<file path="src/rtl/rchp_pkg.sv">
// Types, constants and decode functions shared by the RTMP chunk header parser.
package rchp_pkg;

    localparam logic       REQ_HEADER   = 1'b0;
    localparam logic       REQ_COMPLETE = 1'b1;

    localparam logic       KIND_HEADER  = 1'b0;
    localparam logic       KIND_FLV     = 1'b1;

    localparam logic [1:0] FMT_0 = 2'd0;
    localparam logic [1:0] FMT_1 = 2'd1;
    localparam logic [1:0] FMT_2 = 2'd2;
    localparam logic [1:0] FMT_3 = 2'd3;

    localparam logic [3:0] POS_IDLE  = 4'd0;
    localparam logic [3:0] POS_BASIC = 4'd1;
    localparam logic [3:0] POS_TS0   = 4'd1;
    localparam logic [3:0] POS_TS1   = 4'd2;
    localparam logic [3:0] POS_TS2   = 4'd3;
    localparam logic [3:0] POS_LEN0  = 4'd4;
    localparam logic [3:0] POS_LEN1  = 4'd5;
    localparam logic [3:0] POS_LEN2  = 4'd6;
    localparam logic [3:0] POS_TYPE  = 4'd7;
    localparam logic [3:0] POS_SID0  = 4'd8;
    localparam logic [3:0] POS_SID1  = 4'd9;
    localparam logic [3:0] POS_SID2  = 4'd10;
    localparam logic [3:0] POS_SID3  = 4'd11;

    localparam logic [7:0] TYPE_ABORT      = 8'd2;
    localparam logic [7:0] TYPE_ACK        = 8'd3;
    localparam logic [7:0] TYPE_USER_CTRL  = 8'd4;
    localparam logic [7:0] TYPE_AUDIO      = 8'd8;
    localparam logic [7:0] TYPE_VIDEO      = 8'd9;
    localparam logic [7:0] TYPE_DATA       = 8'd18;
    localparam logic [4:0] TYPE_OTHER      = 5'd0;

    typedef struct packed {
        logic        kind;
        logic [1:0]  fmt;
        logic [5:0]  csid;
        logic [3:0]  hlen;
        logic [23:0] ts;
        logic [23:0] len;
        logic [4:0]  mtype;
        logic [31:0] msid;
        logic [23:0] flv;
    } rchp_result_t;

    function automatic logic [3:0] header_total(input logic [1:0] fmt);
        logic [3:0] total;
        unique case (fmt)
            FMT_0:   total = 4'd12;
            FMT_1:   total = 4'd8;
            FMT_2:   total = 4'd4;
            default: total = 4'd1;
        endcase
        return total;
    endfunction

    function automatic logic [4:0] classify_type(input logic [7:0] b);
        logic [4:0] t;
        unique case (b) inside
            TYPE_ABORT, TYPE_ACK, TYPE_USER_CTRL, TYPE_AUDIO, TYPE_VIDEO, TYPE_DATA:
                t = b[4:0];
            default:
                t = TYPE_OTHER;
        endcase
        return t;
    endfunction

endpackage

</file>
<file path="src/rtl/rchp_parse.sv">
// Header state registers, per-byte field update and result formation.
module rchp_parse
    import rchp_pkg::*;
(
    input  logic         clk,
    input  logic         rst_n,
    input  logic         accept,
    input  logic         req_type,
    input  logic [7:0]   data_byte,
    input  logic         first_byte,
    output logic         res_valid,
    output rchp_result_t res
);

    logic [3:0]  pos_reg, pos_next;
    logic [1:0]  fmt_reg, fmt_next;
    logic [5:0]  csid_reg, csid_next;
    logic [23:0] ts_reg, ts_next;
    logic [23:0] len_reg, len_next;
    logic [4:0]  mtype_reg, mtype_next;
    logic [31:0] msid_reg, msid_next;
    logic [31:0] acc_reg, acc_next;
    logic        hdr_step;
    logic        kind;

    always_comb
    begin
        pos_next   = pos_reg;
        fmt_next   = fmt_reg;
        csid_next  = csid_reg;
        ts_next    = ts_reg;
        len_next   = len_reg;
        mtype_next = mtype_reg;
        msid_next  = msid_reg;
        acc_next   = acc_reg;
        hdr_step   = 1'b0;
        res_valid  = 1'b0;
        kind       = KIND_HEADER;
        if (accept)
        begin
            if (req_type == REQ_COMPLETE)
            begin
                acc_next  = acc_reg + {8'd0, ts_reg};
                res_valid = 1'b1;
                kind      = KIND_FLV;
            end
            else if (first_byte)
            begin
                fmt_next  = data_byte[7:6];
                csid_next = data_byte[5:0];
                pos_next  = POS_BASIC;
                hdr_step  = 1'b1;
            end
            else if (pos_reg != POS_IDLE && pos_reg < header_total(fmt_reg))
            begin
                case (pos_reg)
                    POS_TS0:  ts_next[23:16]   = data_byte;
                    POS_TS1:  ts_next[15:8]    = data_byte;
                    POS_TS2:  ts_next[7:0]     = data_byte;
                    POS_LEN0: len_next[23:16]  = data_byte;
                    POS_LEN1: len_next[15:8]   = data_byte;
                    POS_LEN2: len_next[7:0]    = data_byte;
                    POS_TYPE: mtype_next       = classify_type(data_byte);
                    POS_SID0: msid_next[7:0]   = data_byte;
                    POS_SID1: msid_next[15:8]  = data_byte;
                    POS_SID2: msid_next[23:16] = data_byte;
                    POS_SID3: msid_next[31:24] = data_byte;
                    default:  ;
                endcase
                pos_next = pos_reg + 4'd1;
                hdr_step = 1'b1;
            end
            // close the header once its last byte is in
            if (hdr_step && pos_next >= header_total(fmt_next))
            begin
                pos_next  = POS_IDLE;
                res_valid = 1'b1;
            end
        end
    end

    always_comb
    begin
        res.kind  = kind;
        res.fmt   = fmt_next;
        res.csid  = csid_next;
        res.hlen  = header_total(fmt_next);
        res.ts    = ts_next;
        res.len   = len_next;
        res.mtype = mtype_next;
        res.msid  = msid_next;
        res.flv   = (kind == KIND_FLV) ? acc_next[23:0] : 24'd0;
    end

    always_ff @(posedge clk or negedge rst_n)
    begin
        if (!rst_n)
        begin
            pos_reg   <= POS_IDLE;
            fmt_reg   <= FMT_0;
            csid_reg  <= '0;
            ts_reg    <= '0;
            len_reg   <= '0;
            mtype_reg <= TYPE_OTHER;
            msid_reg  <= '0;
            acc_reg   <= '0;
        end
        else
        begin
            pos_reg   <= pos_next;
            fmt_reg   <= fmt_next;
            csid_reg  <= csid_next;
            ts_reg    <= ts_next;
            len_reg   <= len_next;
            mtype_reg <= mtype_next;
            msid_reg  <= msid_next;
            acc_reg   <= acc_next;
        end
    end

endmodule

</file>
<file path="src/rtl/rchp_out_buf.sv">
// Result register with skid stage between parser and result channel.
module rchp_out_buf
    import rchp_pkg::*;
(
    input  logic         clk,
    input  logic         rst_n,
    input  logic         push,
    input  rchp_result_t push_data,
    output logic         full,
    output logic         out_valid,
    input  logic         out_stall,
    output rchp_result_t out_data
);

    logic         out_valid_reg, out_valid_next;
    logic         skid_valid_reg, skid_valid_next;
    rchp_result_t out_data_reg, out_data_next;
    rchp_result_t skid_data_reg, skid_data_next;
    logic         pop;

    assign pop = out_valid_reg && !out_stall;

    always_comb
    begin
        out_valid_next  = out_valid_reg;
        skid_valid_next = skid_valid_reg;
        out_data_next   = out_data_reg;
        skid_data_next  = skid_data_reg;
        if (skid_valid_reg)
        begin
            if (pop)
            begin
                out_data_next   = skid_data_reg;
                skid_valid_next = 1'b0;
            end
        end
        else if (push)
        begin
            if (!out_valid_reg || pop)
            begin
                out_data_next  = push_data;
                out_valid_next = 1'b1;
            end
            else
            begin
                skid_data_next  = push_data;
                skid_valid_next = 1'b1;
            end
        end
        else if (pop)
        begin
            out_valid_next = 1'b0;
        end
    end

    always_ff @(posedge clk or negedge rst_n)
    begin
        if (!rst_n)
        begin
            out_valid_reg  <= 1'b0;
            skid_valid_reg <= 1'b0;
        end
        else
        begin
            out_valid_reg  <= out_valid_next;
            skid_valid_reg <= skid_valid_next;
        end
    end

    always_ff @(posedge clk)
    begin
        out_data_reg  <= out_data_next;
        skid_data_reg <= skid_data_next;
    end

    assign full      = skid_valid_reg;
    assign out_valid = out_valid_reg;
    assign out_data  = out_data_reg;

endmodule

</file>
<file path="src/rtl/rtmp_chunk_header_parser.sv">
// RTMP chunk header parser: one header byte or message-complete word per cycle,
// decoded header and FLV tag fields out. Each accepted word is handled in the
// cycle it is taken: the stored fields update at once and any result is
// registered in the result buffer, both for the word that closes a header
// (format 3 closes on its start byte) and for a message-complete word.
// One word is taken per cycle while item_stall is low, the rate set by the single
// field-update path; a two-entry result buffer keeps input flowing while one
// result waits, and item_stall rises only when both entries are held.
module rtmp_chunk_header_parser
    import rchp_pkg::*;
(
    input  logic         clk,
    input  logic         rst_n,
    input  logic         item_valid,
    output logic         item_stall,
    input  logic         req_type,
    input  logic [7:0]   data_byte,
    input  logic         first_byte,
    output logic         result_valid,
    input  logic         result_stall,
    output logic         result_kind,
    output logic [1:0]   format_code,
    output logic [5:0]   chunk_stream_id,
    output logic [3:0]   header_length,
    output logic [23:0]  timestamp_field,
    output logic [23:0]  message_length,
    output logic [4:0]   message_type,
    output logic [31:0]  message_stream_id,
    output logic [23:0]  flv_timestamp
);

    logic         accept;
    logic         res_valid;
    rchp_result_t res;
    rchp_result_t out_data;
    logic         full;

    assign item_stall = full;
    assign accept     = item_valid && !full;

    rchp_parse u_parse (
        .clk        (clk),
        .rst_n      (rst_n),
        .accept     (accept),
        .req_type   (req_type),
        .data_byte  (data_byte),
        .first_byte (first_byte),
        .res_valid  (res_valid),
        .res        (res)
    );

    rchp_out_buf u_out_buf (
        .clk       (clk),
        .rst_n     (rst_n),
        .push      (res_valid),
        .push_data (res),
        .full      (full),
        .out_valid (result_valid),
        .out_stall (result_stall),
        .out_data  (out_data)
    );

    assign result_kind       = out_data.kind;
    assign format_code       = out_data.fmt;
    assign chunk_stream_id   = out_data.csid;
    assign header_length     = out_data.hlen;
    assign timestamp_field   = out_data.ts;
    assign message_length    = out_data.len;
    assign message_type      = out_data.mtype;
    assign message_stream_id = out_data.msid;
    assign flv_timestamp     = out_data.flv;

    a_stall_needs_result: assert property (@(posedge clk) disable iff (!rst_n)
        item_stall |-> result_valid)
        else $error("input stalled with no result pending");

    a_header_flv_zero: assert property (@(posedge clk) disable iff (!rst_n)
        (result_valid && result_kind == KIND_HEADER) |-> flv_timestamp == 24'd0)
        else $error("header result carries a tag timestamp");

    a_fmt3_length: assert property (@(posedge clk) disable iff (!rst_n)
        (result_valid && format_code == FMT_3) |-> header_length == 4'd1)
        else $error("format 3 header length wrong");

endmodule

</file>
<file path="config.mk">
export PLATFORM = sky130hd
export DESIGN_NAME = rtmp_chunk_header_parser
export DESIGN_NICKNAME = d
export VERILOG_FILES = /design/src/rtl/rchp_pkg.sv /design/src/rtl/rchp_parse.sv /design/src/rtl/rchp_out_buf.sv /design/src/rtl/rtmp_chunk_header_parser.sv
export SDC_FILE = /design/constraint.sdc
export NUM_CORES = 1
export LEC_CHECK = 0
export BUFFER_PORTS_ARGS = -buffer_cell sky130_fd_sc_hd__buf_2
export CAP_MARGIN = 20
export CORE_UTILIZATION = 59
export CTS_CLUSTER_DIAMETER = 50
export DETAILED_ROUTE_END_ITERATION = 6
export GPL_ROUTABILITY_DRIVEN = 0
export PLACE_DENSITY = 0.76
export SLEW_MARGIN = 20
export SYNTH_ARGS = -nofsm -noshare
export SYNTH_HDL_FRONTEND = slang
export SYNTH_SLANG_ARGS = --single-unit
</file>
<file path="constraint.sdc">
create_clock -name clk -period 13.8 [get_ports clk]
set_input_delay 0 -clock clk [delete_from_list [all_inputs] [get_ports clk]]
set_output_delay 0 -clock clk [all_outputs]
set_load 0.005 [all_outputs]
</file>
Word level (Yosys, flattened, before mapping)
Cells that the tools add are included.

operators by class
  add/subtract/negate cells = 2
  order comparisons = 2
  equality and inequality tests = 25
  mux-type cells = 69
  bitwise gates (word level) = 2
  reductions and logical operators = 20

operators with widths
  cell                                                                    count
  122-bit two-way mux                                                     4
  24-bit two-way mux                                                      11
  32-bit two-way mux                                                      4
  8-bit two-way mux                                                       10
  4-bit two-way mux                                                       9
  4-bit one-hot mux with 3 select lines                                   3
  32-bit by 24-bit adder with 32-bit output                               1
  5-bit two-way mux                                                       6
  6-bit two-way mux                                                       3
  4-bit by 3-bit equality test with 1-bit output (second input constant)  4
  4-bit equality test (second input constant)                             4
  8-bit by 2-bit equality test with 1-bit output (second input constant)  2
  8-bit by 4-bit equality test with 1-bit output (second input constant)  2
  1-bit two-way mux                                                       15
  3-bit AND reduction                                                     3
  4-bit by 2-bit equality test with 1-bit output (second input constant)  2
  8-bit by 3-bit equality test with 1-bit output (second input constant)  1
  8-bit by 5-bit equality test with 1-bit output (second input constant)  1
  2-bit two-way mux                                                       4
  2-bit by 1-bit equality test with 1-bit output (second input constant)  3
  2-bit equality test (second input constant)                             3
  2-bit logical NOT                                                       3
  2-bit nonzero test                                                      3
  6-bit OR reduction                                                      1
  12 further kinds                                                        18

storage, ports and cells
  flip-flop bits (word level) = 375
  input port bits = 14
  output and inout bits = 124
  logic and storage cells = 149

Depth between registers and ports, before layout
Gate-level depths: netlist of the first run.

  word-level depth = 17
  depth in mapped cells = 14
  gate-level depth less buffers = 14

Hierarchy
A second synthesis of the first run with hierarchy kept.

unflattened totals
  cell total of the unflattened synthesis = 976
  area total of the unflattened synthesis = 15,805.2 sq um

modules (own cells, without submodules)
  module                    times used  cells each  area each (sq um)  sequential area each (sq um)
  rchp_out_buf              1           392         9,044.9            7,377.1
  rchp_parse                1           583         6,746.5            3,027.9
  rtmp_chunk_header_parser  1           1           13.8               0.0

Worst setup path after synthesis of the first run
No wires, ideal clock.

  kind = reg-to-reg
  start point = register u_parse.pos_reg[2]
  end point = register u_out_buf.out_data_reg (netlist bit u_out_buf.out_data[0]), enable pin
  setup time = 0.786 ns
  arrival = 11.279 ns
  required time = 13.014 ns
  setup slack = 1.735 ns
  cell stages (with the launch flop) = 14
  path buffers = 0
  period minus slack after synthesis = 12.065 ns
  cells stage by stage = dfrtp_1 ha_1 a21o_1 a221oi_4 nand2_1 mux2i_1 o21ai_0 ha_1 o31a_1 o21ai_0 and2_1 o21ai_0 nand2_1 a21boi_0

on the way
  word-level cells in the longest chain between the ends = 12
  elaborated cells between the ends (all ways) = 18
  classes of those cells = add/sub (1); order compare (2); mux (10); reduce/logical (5)

RTL lines
  element                                                   line                source
  start: declaration                                        rchp_parse.sv:15    logic [3:0] pos_reg, pos_next;
  start signal: assignment                                  rchp_parse.sv:110   pos_reg <= pos_next;
  4-bit < comparator or 4-bit nonzero test (tied branches)  rchp_parse.sv:54    else if (pos_reg != POS_IDLE && pos_reg < header_total(fmt_reg))
  1-bit logical AND                                         rchp_parse.sv:54
  4-bit two-way mux                                         rchp_parse.sv:54
  4-bit two-way mux                                         rchp_parse.sv:47    else if (first_byte)
  4-bit two-way mux                                         rchp_parse.sv:41    if (req_type == REQ_COMPLETE)
  4-bit two-way mux                                         rchp_parse.sv:39    if (accept)
  4-bit >= comparator                                       rchp_parse.sv:74    if (hdr_step && pos_next >= header_total(fmt_next))
  1-bit logical AND (*)                                     rchp_parse.sv:74
  1-bit two-way mux (*)                                     rchp_parse.sv:74
  1-bit two-way mux (*)                                     rchp_parse.sv:39
  2-bit nonzero test (no source line) (*)                   -
  3-bit AND reduction (no source line) (*)                  -
  end signal: assignment                                    rchp_out_buf.sv:72  out_data_reg <= out_data_next;
  end: declaration                                          rchp_out_buf.sv:17  rchp_result_t out_data_reg, out_data_next;

Every way passes the cells marked *; elsewhere a longest branch is shown, timed or not. The select of a mux whose other input is x is not followed.
A chain may end at the register's enable or synchronous reset.

Worst setup path after layout of the first run
  start point = register u_parse.pos_reg[2]
  end point = register u_out_buf.out_data_reg (netlist bit u_out_buf.out_data[62]), enable pin

The elaborated chain is that of the path after synthesis.

==> reports/results.ini, run 1 <==
[synthesis]
syn-instance-count = 1009
synth-main-ff-cell = edfxtp_1
ys_seq_elements = 365
yosysSeqAreaShare_pct = 68.0
async_reset_ff_share_pct = 33.7
syn_nets = 1056
synth_top_cell_by_area = edfxtp_1
yosys_warnings = 0
synth.distinct_cells = 58
synth_edf_count = 242
yosysTopAreaCellShare_pct = 47.8
syn_area_um2 = 15200
synth_area_per_cell_um2 = 15.1
synthTopCellsByArea = edfxtp_1 48%, dfrtp_1 20%, mux2_2 10%, nand2_1 2.9%, ha_1 2.6%

[timing]
hold_viol_final = 0
hold_ws_ps = 22.7
fmax_mhz = 185
fin_crit_ps = 5410
rsz0062_at_grt = false
setup_violations = 0
slew_viol_final = 0
relSlewSlack_pct = 26.8
fin_setup_tns_ps = 0
fin_skew_ps = 13.4
worstMarginPinSlew_ps = 1100
fin_crit_sh_pct = 39.2

[clock_tree]
clockBufferDepth = 3
clk_latency_ps = 520
htree_levels = 2
cts_tree = built
cts.sinks = 365
cts_made_buffers = 36
clk_pin_slew_ps = 60
cts_root_buffer = clkbuf_16
cts_resized = 0

[critical_path]
critPathKind = reg2reg
critPathSlowestCell = a21boi_4
worstPathMaxFanout = 91
crit_chain = ha_1, a21o_1, a221oi_4, nand2_1, mux2i_1, o21ai_0, ha_1, o31a_1, o21ai_0, and2_1, o21ai_0, nand2_1, a21boi_4, buf_6
cp-start-kind = flip-flop
required_ps = 13940
cpPeakStageDelay_ps = 910
end_kind = flip-flop
crit_arrival_ps = 5550
critPathMostFrequentCell = o21ai_0

[grt]
grt_pass1_wl_mm = 47.3
antenna_found_initial = 0
track_usage_pct = 23.4
overflow = 0
grt_max_degree = 92
grt_pass1_vias = 8585

[floorplan]
die_w_um = 163
core_area_um2 = 25300
placementRows = 58
die_y_um = 163
die_area_um2 = 26400
io_pins = 138
initial_core_util_pct = 60.3

[drt]
ant_nets = 0
drt_iter0_drc = 735
post_drt_wl_per_cell_um = 19.9
wl_mm = 30.0
drc = 0
vias = 8533
via_per_inst = 5.65
dr.pass1.iters = 5

[pwr]
ir_drop_mv = 0.107
power_leakage_nw = 7.70
powerDensity_nw_per_um2 = 213

[layout]
antenna_cells = 0
postLayoutCoreUtil_pct = 69.3
drive_gt1_share_pct = 31.8
final_cell_mix = 242 x edfxtp_1, 137 x mux2_2, 135 x buf_2
finalNetCount = 1201
stdcell_count = 1510
final_common_cell = edfxtp_1
syn_to_final_growth_pct = 14.9

[place]
hpwlAfterDp_mm = 18.2
place_inst = 1440
port_buffers = 136

[hold_path]
hp-class = in2reg

[job]
maxCapViolCount = 0

[status]
status = finished clean

## per-stage QoR
stage / power, mW / worst slack [ps] / instance area (µm²)
floorplan: 2.44 / 1740 / 15200
global placement: 2.72 / 8320 / 16200
detailed placement: 2.75 / 8100 / 16200
CTS: 3.76 / 8070 / 17500
global route: 3.93 / 7990 / 17500
finish: 3.73 / 8390 / 17500
## power by group
group          switching (mW)  internal (mW)
Clock                   0.405          0.587
Combinational           0.559          0.445
Sequential              0.148           1.59
## per-layer routing
| metal | vias to the layer above | routed length, µm | global-route usage [%] |
|---|---|---|---|
| li1 | 4001 | - | - |
| met1 | 4237 | 13200 | 33.2 |
| met2 | 231 | 14600 | 37.4 |
| met3 | 64 | 1450 | 3.59 |
| met4 | 0 | 852 | 7.65 |
| met5 | - | 0 | 0 |
## critical path: cells and delay by family, from the launching register on
kind | cells | cell delay, ps
buffers and inverters | 1 | 740
adders and majority gates | 2 | 640
DFF | 1 | 720
muxes | 1 | 170
and+or+nand+nor | 3 | 530
AOI/OAI and AO/OA | 7 | 2140
## path summary, 6_finish.rpt
kind | slack (ps) | start | end | depth (start not counted)
max | 8390 | u_parse.pos_reg[2]$_DFFE_PN0P_ | u_out_buf.out_data[62]$_DFFE_PP_ | 14
min | 20 | data_byte[6] | u_parse.ts_reg[6]$_DFF_PN0_ | 2
max reg2reg | 8390 | u_parse.pos_reg[2]$_DFFE_PN0P_ | u_out_buf.out_data[62]$_DFFE_PP_ | 14
min reg2reg | 490 | u_parse.acc_reg[13]$_DFF_PN0_ | u_parse.acc_reg[13]$_DFF_PN0_ | 2
max in group asynchronous | 12280 | rst_n | u_parse.acc_reg[17]$_DFF_PN0_ | 3
min in group asynchronous | 70 | rst_n | u_parse.len_reg[12]$_DFF_PN0_ | 2
## kinds of logic (layout without fill, tap and decap cells)
family | count (synthesis) | after routing | share of synthesized area, %
flops | 365 | 365 | 68.0
buf+inv | 69 | 240 | 1.73
other cells | 1 | 1 | 0.0246
fa+ha+maj | 33 | 33 | 2.76
compound gates | 118 | 118 | 4.97
mux | 189 | 189 | 14.5
simple gates | 214 | 214 | 6.74
xor+xnor | 20 | 20 | 1.24
## what timing repair did
| action | CTS | global route |
|---|---|---|
| endpoints found under the hold margin | 58 | 0 |
| setup buffers | 0 | 0 |
| hold buffers | 6 | 0 |
## final cells by class
type | instances | area (µm²)
flip-flops and latches | 365 | 10300
repair buffers | 149 | 800
inverters | 27 | 101
multi-input cells | 575 | 4630
fillers | 1714 | 7760
well taps | 330 | 413
clock buffers | 42 | 943
clock inverters | 22 | 258
## synthesized netlist by cell type, types with 2 or more instances
master and count:
o21ai_0 32, clkbuf_1 37, o31ai_1 3, nand4_1 5
a31oi_1 4, a221oi_1 2, dfrtp_1 123, a21boi_0 3
nand2_1 117, nand3_1 11, a22o_1 4, buf_1 3
and2_1 7, xor2_1 10, mux2_1 22, o21bai_1 3
a21oi_1 31, o22ai_1 3, a21o_1 12, nor2_1 34
xnor2_1 9, inv_1 26, nor3_1 6, mux2_4 24
nor2b_1 3, a211oi_1 3, nand2_2 3, edfxtp_1 242
mux2i_1 6, ha_1 32, nand4_2 4, nor3b_4 3
o21a_1 3, o211ai_1 8, and3_1 7, nand2b_1 6
mux2_2 137
(Power assumes the default switching activity.)
==> run 2, diff against run 1 <==
ABC_AREA = 1   (was not set)
clock period = 5 ns   (was 13.8 ns; I/O delays follow)
==> reports/results.ini, run 2 <==
[drt]
via_per_inst = 5.59  ; -1.1%
vias = 11200  ; +32%
met3_length_mm = 2.76  ; +90%
ant_nets = 0  ; unchanged
drt_iter0_drc = 1256  ; +71%
wl_mm = 35.2  ; +17%
route.met2.wl_mm = 16.1  ; +10%
dr.pass1.iters = 6  ; +1
maxUsedRoutingLayer = met4
post_drt_wl_per_cell_um = 17.5  ; -12%
drc = 0  ; unchanged
drt-met1-wl_mm = 15.6  ; +18%

[critical_path]
end_kind = flip-flop
reg2reg_from = u_parse.pos_reg[3]$_DFFE_PN0P_
worst-path-stages = 18  ; +4
r2r_slack_ps = 730  ; -7670 ps
cp_top_family = buffers and inverters
endpoint = u_out_buf.skid_data_reg[65]$_DFFE_PP_
worstSetupStartpoint = u_parse.pos_reg[3]$_DFFE_PN0P_
worstPathMaxFanout = 84  ; -7.7%
crit_chain = ha_1, a21oi_1, nand3_1, inv_1, nand2_1, inv_1, a21oi_1, nor3_1, ha_1, nand2_1, inv_1, nand2_1, nand2_1, nand3_1, nand2_1, nand2_1, clkinvlp_4, buf_4
critPathKind = reg2reg
critPathSlowestCell = buf_4
cpPeakStageDelay_ps = 810  ; -100 ps
critPathMostFrequentCell = nand2_1
reg2regPathDepth = 18  ; +4
required_ps = 5130  ; -8810 ps
r2r_end = u_out_buf.skid_data_reg[65]$_DFFE_PP_
cp_num_buf_inv = 5  ; +4
cp-start-kind = flip-flop
crit_arrival_ps = 4410  ; -1140 ps

[pwr]
ir_drop_mv = 0.330  ; +210%
powerDensity_nw_per_um2 = 622  ; +190%
power_leakage_nw = 8.03  ; +4.3%

[clock_tree]
cts_resized = 0  ; unchanged
clk_latency_ps = 530  ; about the same
cts_made_buffers = 37  ; +2.8%
cts_root_buffer = clkbuf_16
htree_levels = 2  ; unchanged
clk_pin_slew_ps = 60  ; about the same
cts.sinks = 365  ; unchanged
clockBufferDepth = 3  ; unchanged
cts_tree = built

[grt]
antenna_found_initial = 1  ; +1
track_usage_pct = 26.9  ; +3.5 points
grt_pass1_vias = 10600  ; +23%
grt_pass1_wl_mm = 55.6  ; +18%
overflow = 0  ; unchanged
grt_max_degree = 101  ; +9.8%

[synthesis]
syn_area_um2 = 15500  ; +1.9%
async_reset_ff_share_pct = 33.7  ; unchanged
syn_nets = 1556  ; +47%
synth_top_cell_by_area = edfxtp_1
synthTopCellsByCount = 544 x nand2_1, 242 x edfxtp_1, 123 x dfrtp_1, 113 x o21ai_0, 94 x nor2_1
synth_edf_count = 242  ; unchanged
synth.distinct_cells = 38  ; -34%
ys_seq_elements = 365  ; unchanged
yosysTopAreaCellShare_pct = 46.9  ; -0.87 points
synth_area_per_cell_um2 = 10.3  ; -32%
yosysMostFrequentCell = nand2_1
yosys_warnings = 0  ; unchanged
synth-main-ff-cell = edfxtp_1
synthTopCellsByArea = edfxtp_1 47%, dfrtp_1 20%, nand2_1 13%, o21ai_0 3.6%, ha_1 2.6%
yosysSeqAreaShare_pct = 66.8  ; -1.2 points
syn-instance-count = 1509  ; +50%

[timing]
worstMarginPinSlew_ps = 1090  ; -1.41 ps
fmax_mhz = 234  ; +26%
fin_crit_ps = 4270  ; -1130 ps
setup_violations = 0  ; unchanged
rsz0062_at_grt = false
relSlewSlack_pct = 27.0  ; +0.28 points
hold_viol_final = 0  ; unchanged
fin_crit_sh_pct = 85.5  ; +46 points
hold_ws_ps = 83.5  ; +60.8 ps
slew_viol_final = 0  ; unchanged
fin_setup_tns_ps = 0  ; unchanged
fin_skew_ps = 21.2  ; +7.83 ps

[floorplan]
die_w_um = 164  ; +0.91%
io_pins = 138  ; unchanged
die_y_um = 164  ; +0.91%
initial_core_util_pct = 60.8  ; +0.59 points
placementRows = 58  ; unchanged
core_area_um2 = 25500  ; +0.86%
die_area_um2 = 26900  ; +1.8%

[place]
port_buffers = 136  ; unchanged
hpwlAfterDp_mm = 22.5  ; +23%
postPlaceCellArea_um2 = 16500  ; +1.5%
place_inst = 1929  ; +34%

[hold_path]
hp-class = in2async

[layout]
drive_gt1_share_pct = 13.3  ; -18 points
syn_to_final_growth_pct = 14.9  ; about the same
design_area_um2 = 17800  ; +1.9%
stdcell_count = 2009  ; +33%
final_cell_mix = 543 x nand2_1, 242 x edfxtp_1, 135 x buf_2
finalNetCount = 1696  ; +41%
final_common_cell = nand2_1

[job]
maxCapViolCount = 0  ; unchanged

[status]
status = finished clean

run 2: layout make-up:
cell class / count / area (µm²)
antenna: 1 / 2.50
clock buffer: 49 / 1000
clock inverter: 19 / 233
fill: 1861 / 7660
inverter: 93 / 353
multi-input combinational: 994 / 4570
sequential: 365 / 10300
tap: 330 / 413
timing repair buffer: 158 / 888
run 2: logic make-up after synthesis:
logic type               after synthesis  synth area share [%]
AND/OR/NAND/NOR                      730                  19.0
adder cells (fa/ha/maj)               33                  2.71
flip-flops                           365                  66.8
other                                  1                0.0242
AO/OA/AOI/OAI                        229                  7.68
buffers and inverters                150                  3.78
XOR/XNOR                               1                0.0565
run 2: worst min-delay path by stage:
| stage | cells after the start | endpoint | slack [ps] |
|---|---|---|---|
| 2_1_floorplan | 0 | u_out_buf.full$_DFF_PN0_ | -300 |
| 3_3_place_gp | 1 | u_parse.msid_reg[17]$_DFF_PN0_ | 120 |
| 3_5_place_dp | 1 | u_parse.msid_reg[17]$_DFF_PN0_ | 130 |
| 4_1_cts | 6 | u_parse.pos_reg[1]$_DFFE_PN0P_ | 70 |
| 5_1_grt | 6 | u_parse.pos_reg[1]$_DFFE_PN0P_ | 130 |
| 6_report | 2 | u_parse.msid_reg[16]$_DFF_PN0_ | 80 |
run 2: per-layer routing:
| metal | vias up | GRT usage, % |
|---|---|---|
| met4 | 0 | 8.71 |
| met3 | 63 | 4.92 |
| met2 | 512 | 41.1 |
| met5 | - | 0 |
| li1 | 5338 | - |
| met1 | 5310 | 39.3 |
run 2: where the power goes:
| part | internal [mW] | switching, mW |
|---|---|---|
| clock network | 1.63 | 1.14 |
| registers | 4.18 | 0.309 |
| logic | 1.20 | 2.63 |
run 2: repair_timing:
item | in CTS | in global routing
hold endpoints to repair | 94 | 0
buffers inserted | 0 | 0
hold buffers | 11 | 0
endpoints found under the setup margin | 0 | 0
run 2: worst reg2reg max path: stages (launching register included):
cell and delay (ps):
dfrtp_1 480, ha_1 350, a21oi_1 210, nand3_1 250
inv_1 180, nand2_1 240, inv_1 180, a21oi_1 80
nor3_1 290, ha_1 200, nand2_1 50, inv_1 40
nand2_1 50, nand2_1 70, nand3_1 70, nand2_1 80
nand2_1 110, clkinvlp_4 90, buf_4 810
run 2: stage by stage:
| step | total power [mW] | utilization [%] | setup WS, ps |
|---|---|---|---|
| 2_1_floorplan | 7.04 | - | 457 |
| 6_report | 11.1 | 69.9 | 725 |
| 4_1_cts | 11.1 | 69.9 | 823 |
| 3_5_place_dp | 8.26 | 64.6 | 846 |
| 5_1_grt | 11.8 | 69.9 | 476 |
| 3_3_place_gp | 8.13 | 64.6 | 1030 |
==> run 3, diff against run 2 <==
ABC_AREA = 0   (was 1)
==> reports/results.ini, run 3 (synthesized netlist as in run 1, its figures left out) <==
[timing]
setup_violations = 0  ; unchanged
rsz0062_at_grt = false
relSlewSlack_pct = 33.7  ; +6.6 points
fmax_mhz = 235  ; +0.42%
fin_crit_ps = 4260  ; -18.1 ps
hold_viol_final = 0  ; unchanged
slew_viol_final = 0  ; unchanged
setup_ws_ps = 743  ; +18.1 ps
worstMarginPinSlew_ps = 995  ; -99.2 ps
fin_crit_sh_pct = 85.1  ; -0.36 points
fin_skew_ps = 19.9  ; -1.36 ps

[drt]
vias = 8588  ; -23%
via_per_inst = 5.68  ; +1.6%
ant_nets = 0  ; unchanged
wl_mm = 29.5  ; -16%
dr.pass1.iters = 5  ; -1
drc = 0  ; unchanged
drt_iter0_drc = 751  ; -40%
post_drt_wl_per_cell_um = 19.5  ; +11%

[critical_path]
crit_chain = ha_1, a21o_1, a221oi_4, nand2_1, mux2i_1, o21ai_1, ha_1, o31a_1, o21ai_1, and2_1, o21ai_2, nand2_2, nor2_4, buf_4
crit_arrival_ps = 4400  ; about the same
cp-start-kind = flip-flop
end_kind = flip-flop
reg2reg_from = u_parse.pos_reg[2]$_DFFE_PN0P_
worstSetupStartpoint = u_parse.pos_reg[2]$_DFFE_PN0P_
cp_top_family = compound AO/OA/AOI/OAI gates
critPathSlowestCell = dfrtp_1
cpPeakStageDelay_ps = 740  ; -70 ps
r2r_end = u_out_buf.skid_data_reg[49]$_DFFE_PP_
required_ps = 5140  ; about the same
critPathKind = reg2reg
r2r_slack_ps = 740  ; +20 ps
cp_num_buf_inv = 1  ; -4
reg2regPathDepth = 14  ; -4
worstPathMaxFanout = 47  ; -44%

[floorplan]
placementRows = 58  ; unchanged
initial_core_util_pct = 60.3  ; -0.59 points
die_area_um2 = 26400  ; -1.8%
die_y_um = 163  ; -0.90%
io_pins = 138  ; unchanged
core_area_um2 = 25300  ; -0.85%
die_w_um = 163  ; -0.90%

[place]
place_ws_ps = 768  ; -78.1 ps
hpwlAfterDp_mm = 17.9  ; -21%
port_buffers = 136  ; unchanged

[clock_tree]
cts_tree = built
cts_root_buffer = clkbuf_16
cts_resized = 0  ; unchanged
cts_made_buffers = 36  ; -2.7%
clk_latency_ps = 520  ; about the same
cts.sinks = 365  ; unchanged
htree_levels = 2  ; unchanged
clk_pin_slew_ps = 60  ; about the same
clockBufferDepth = 3  ; unchanged

[hold_path]
holdPathStages = 2
min_to = u_parse.ts_reg[6]$_DFF_PN0_
hp-class = in2reg
hp-start = data_byte[6]

[grt]
grt_pass1_wl_mm = 47.0  ; -15%
grt_pass1_vias = 8585  ; -19%
overflow = 0  ; unchanged
grt_max_degree = 92  ; -8.9%
antenna_found_initial = 1  ; unchanged
track_usage_pct = 23.1  ; -3.8 points

[job]
maxCapViolCount = 0  ; unchanged

[layout]
syn_to_final_growth_pct = 15.0  ; about the same
finalNetCount = 1201  ; -29%
final_cell_mix = 242 x edfxtp_1, 137 x mux2_2, 135 x buf_2
final_common_cell = edfxtp_1
drive_gt1_share_pct = 32.1  ; +19 points

[status]
status = finished clean

[pwr]
powerDensity_nw_per_um2 = 585  ; -6.0%
totalPowerFinal_mw = 10.2  ; -7.6%
power_leakage_nw = 7.69  ; -4.2%
ir_drop_mv = 0.359  ; +8.8%

[run 3: changes by cell type in the layout (fill, tap and decap cells not counted), sizes merged, moves of 10 or more]
cell | previous run | this run
o21ai | 145 | 32
a21oi | 65 | 31
nor2 | 95 | 35
mux2 | 0 | 183
or2 | 10 | 0
nand2 | 546 | 120
xor2 | 0 | 10
nand3 | 40 | 12
inv | 94 | 29
[run 3: what timing repair did]
action	in CTS	in global routing
buffers inserted	0	0
setup endpoints to repair	0	0
hold endpoints to repair	68	0
hold buffers	5	0
[run 3: stage by stage]
step,cell area (µm²),hold WS [ps],std cells,setup TNS (ps),util (%)
2_1_floorplan,15200,-296,1009,-5040,-
3_3_place_gp,16300,170,1441,0,64.4
3_5_place_dp,16300,169,1441,0,64.4
4_1_cts,17500,39.9,1512,0,69.3
5_1_grt,17500,54.2,1513,0,69.3
6_report,17500,58.5,1513,0,69.3
[run 3: worst max-delay path by stage]
stage,end,slack [ps],cells past startpoint
2_1_floorplan,u_out_buf.out_data[0]$_DFFE_PP_,-40,13
3_3_place_gp,u_out_buf.skid_data_reg[48]$_DFFE_PP_,920,14
3_5_place_dp,u_out_buf.skid_data_reg[34]$_DFFE_PP_,770,14
4_1_cts,u_out_buf.skid_data_reg[48]$_DFFE_PP_,770,14
5_1_grt,u_out_buf.skid_data_reg[50]$_DFFE_PP_,480,14
6_report,u_out_buf.skid_data_reg[49]$_DFFE_PP_,740,14
[run 3: per-layer routing]
metal | vias to the layer above | global-route usage (%) | wire length (µm)
met4 | 0 | 7.56 | 751
met2 | 242 | 36.5 | 14200
met1 | 4281 | 33.1 | 13100
met3 | 55 | 3.72 | 1530
li1 | 4010 | - | -
met5 | - | 0 | 0
[run 3: report_power, final]
part	switching, mW	leakage, nW	internal, mW	total [mW]
clock	1.10	0.575	1.57	2.67
sequential	0.410	3.95	4.38	4.79
combinational	1.54	3.17	1.24	2.78
[run 3: area by class of cell]
cell class	count	area (µm²)
Tap cell	330	413
Multi-Input combinational cell	575	4630
Sequential cell	365	10300
Fill cell	1768	7760
Inverter	27	101
Clock buffer	47	993
Timing Repair Buffer	149	818
Antenna cell	1	2.50
Clock inverter	19	189
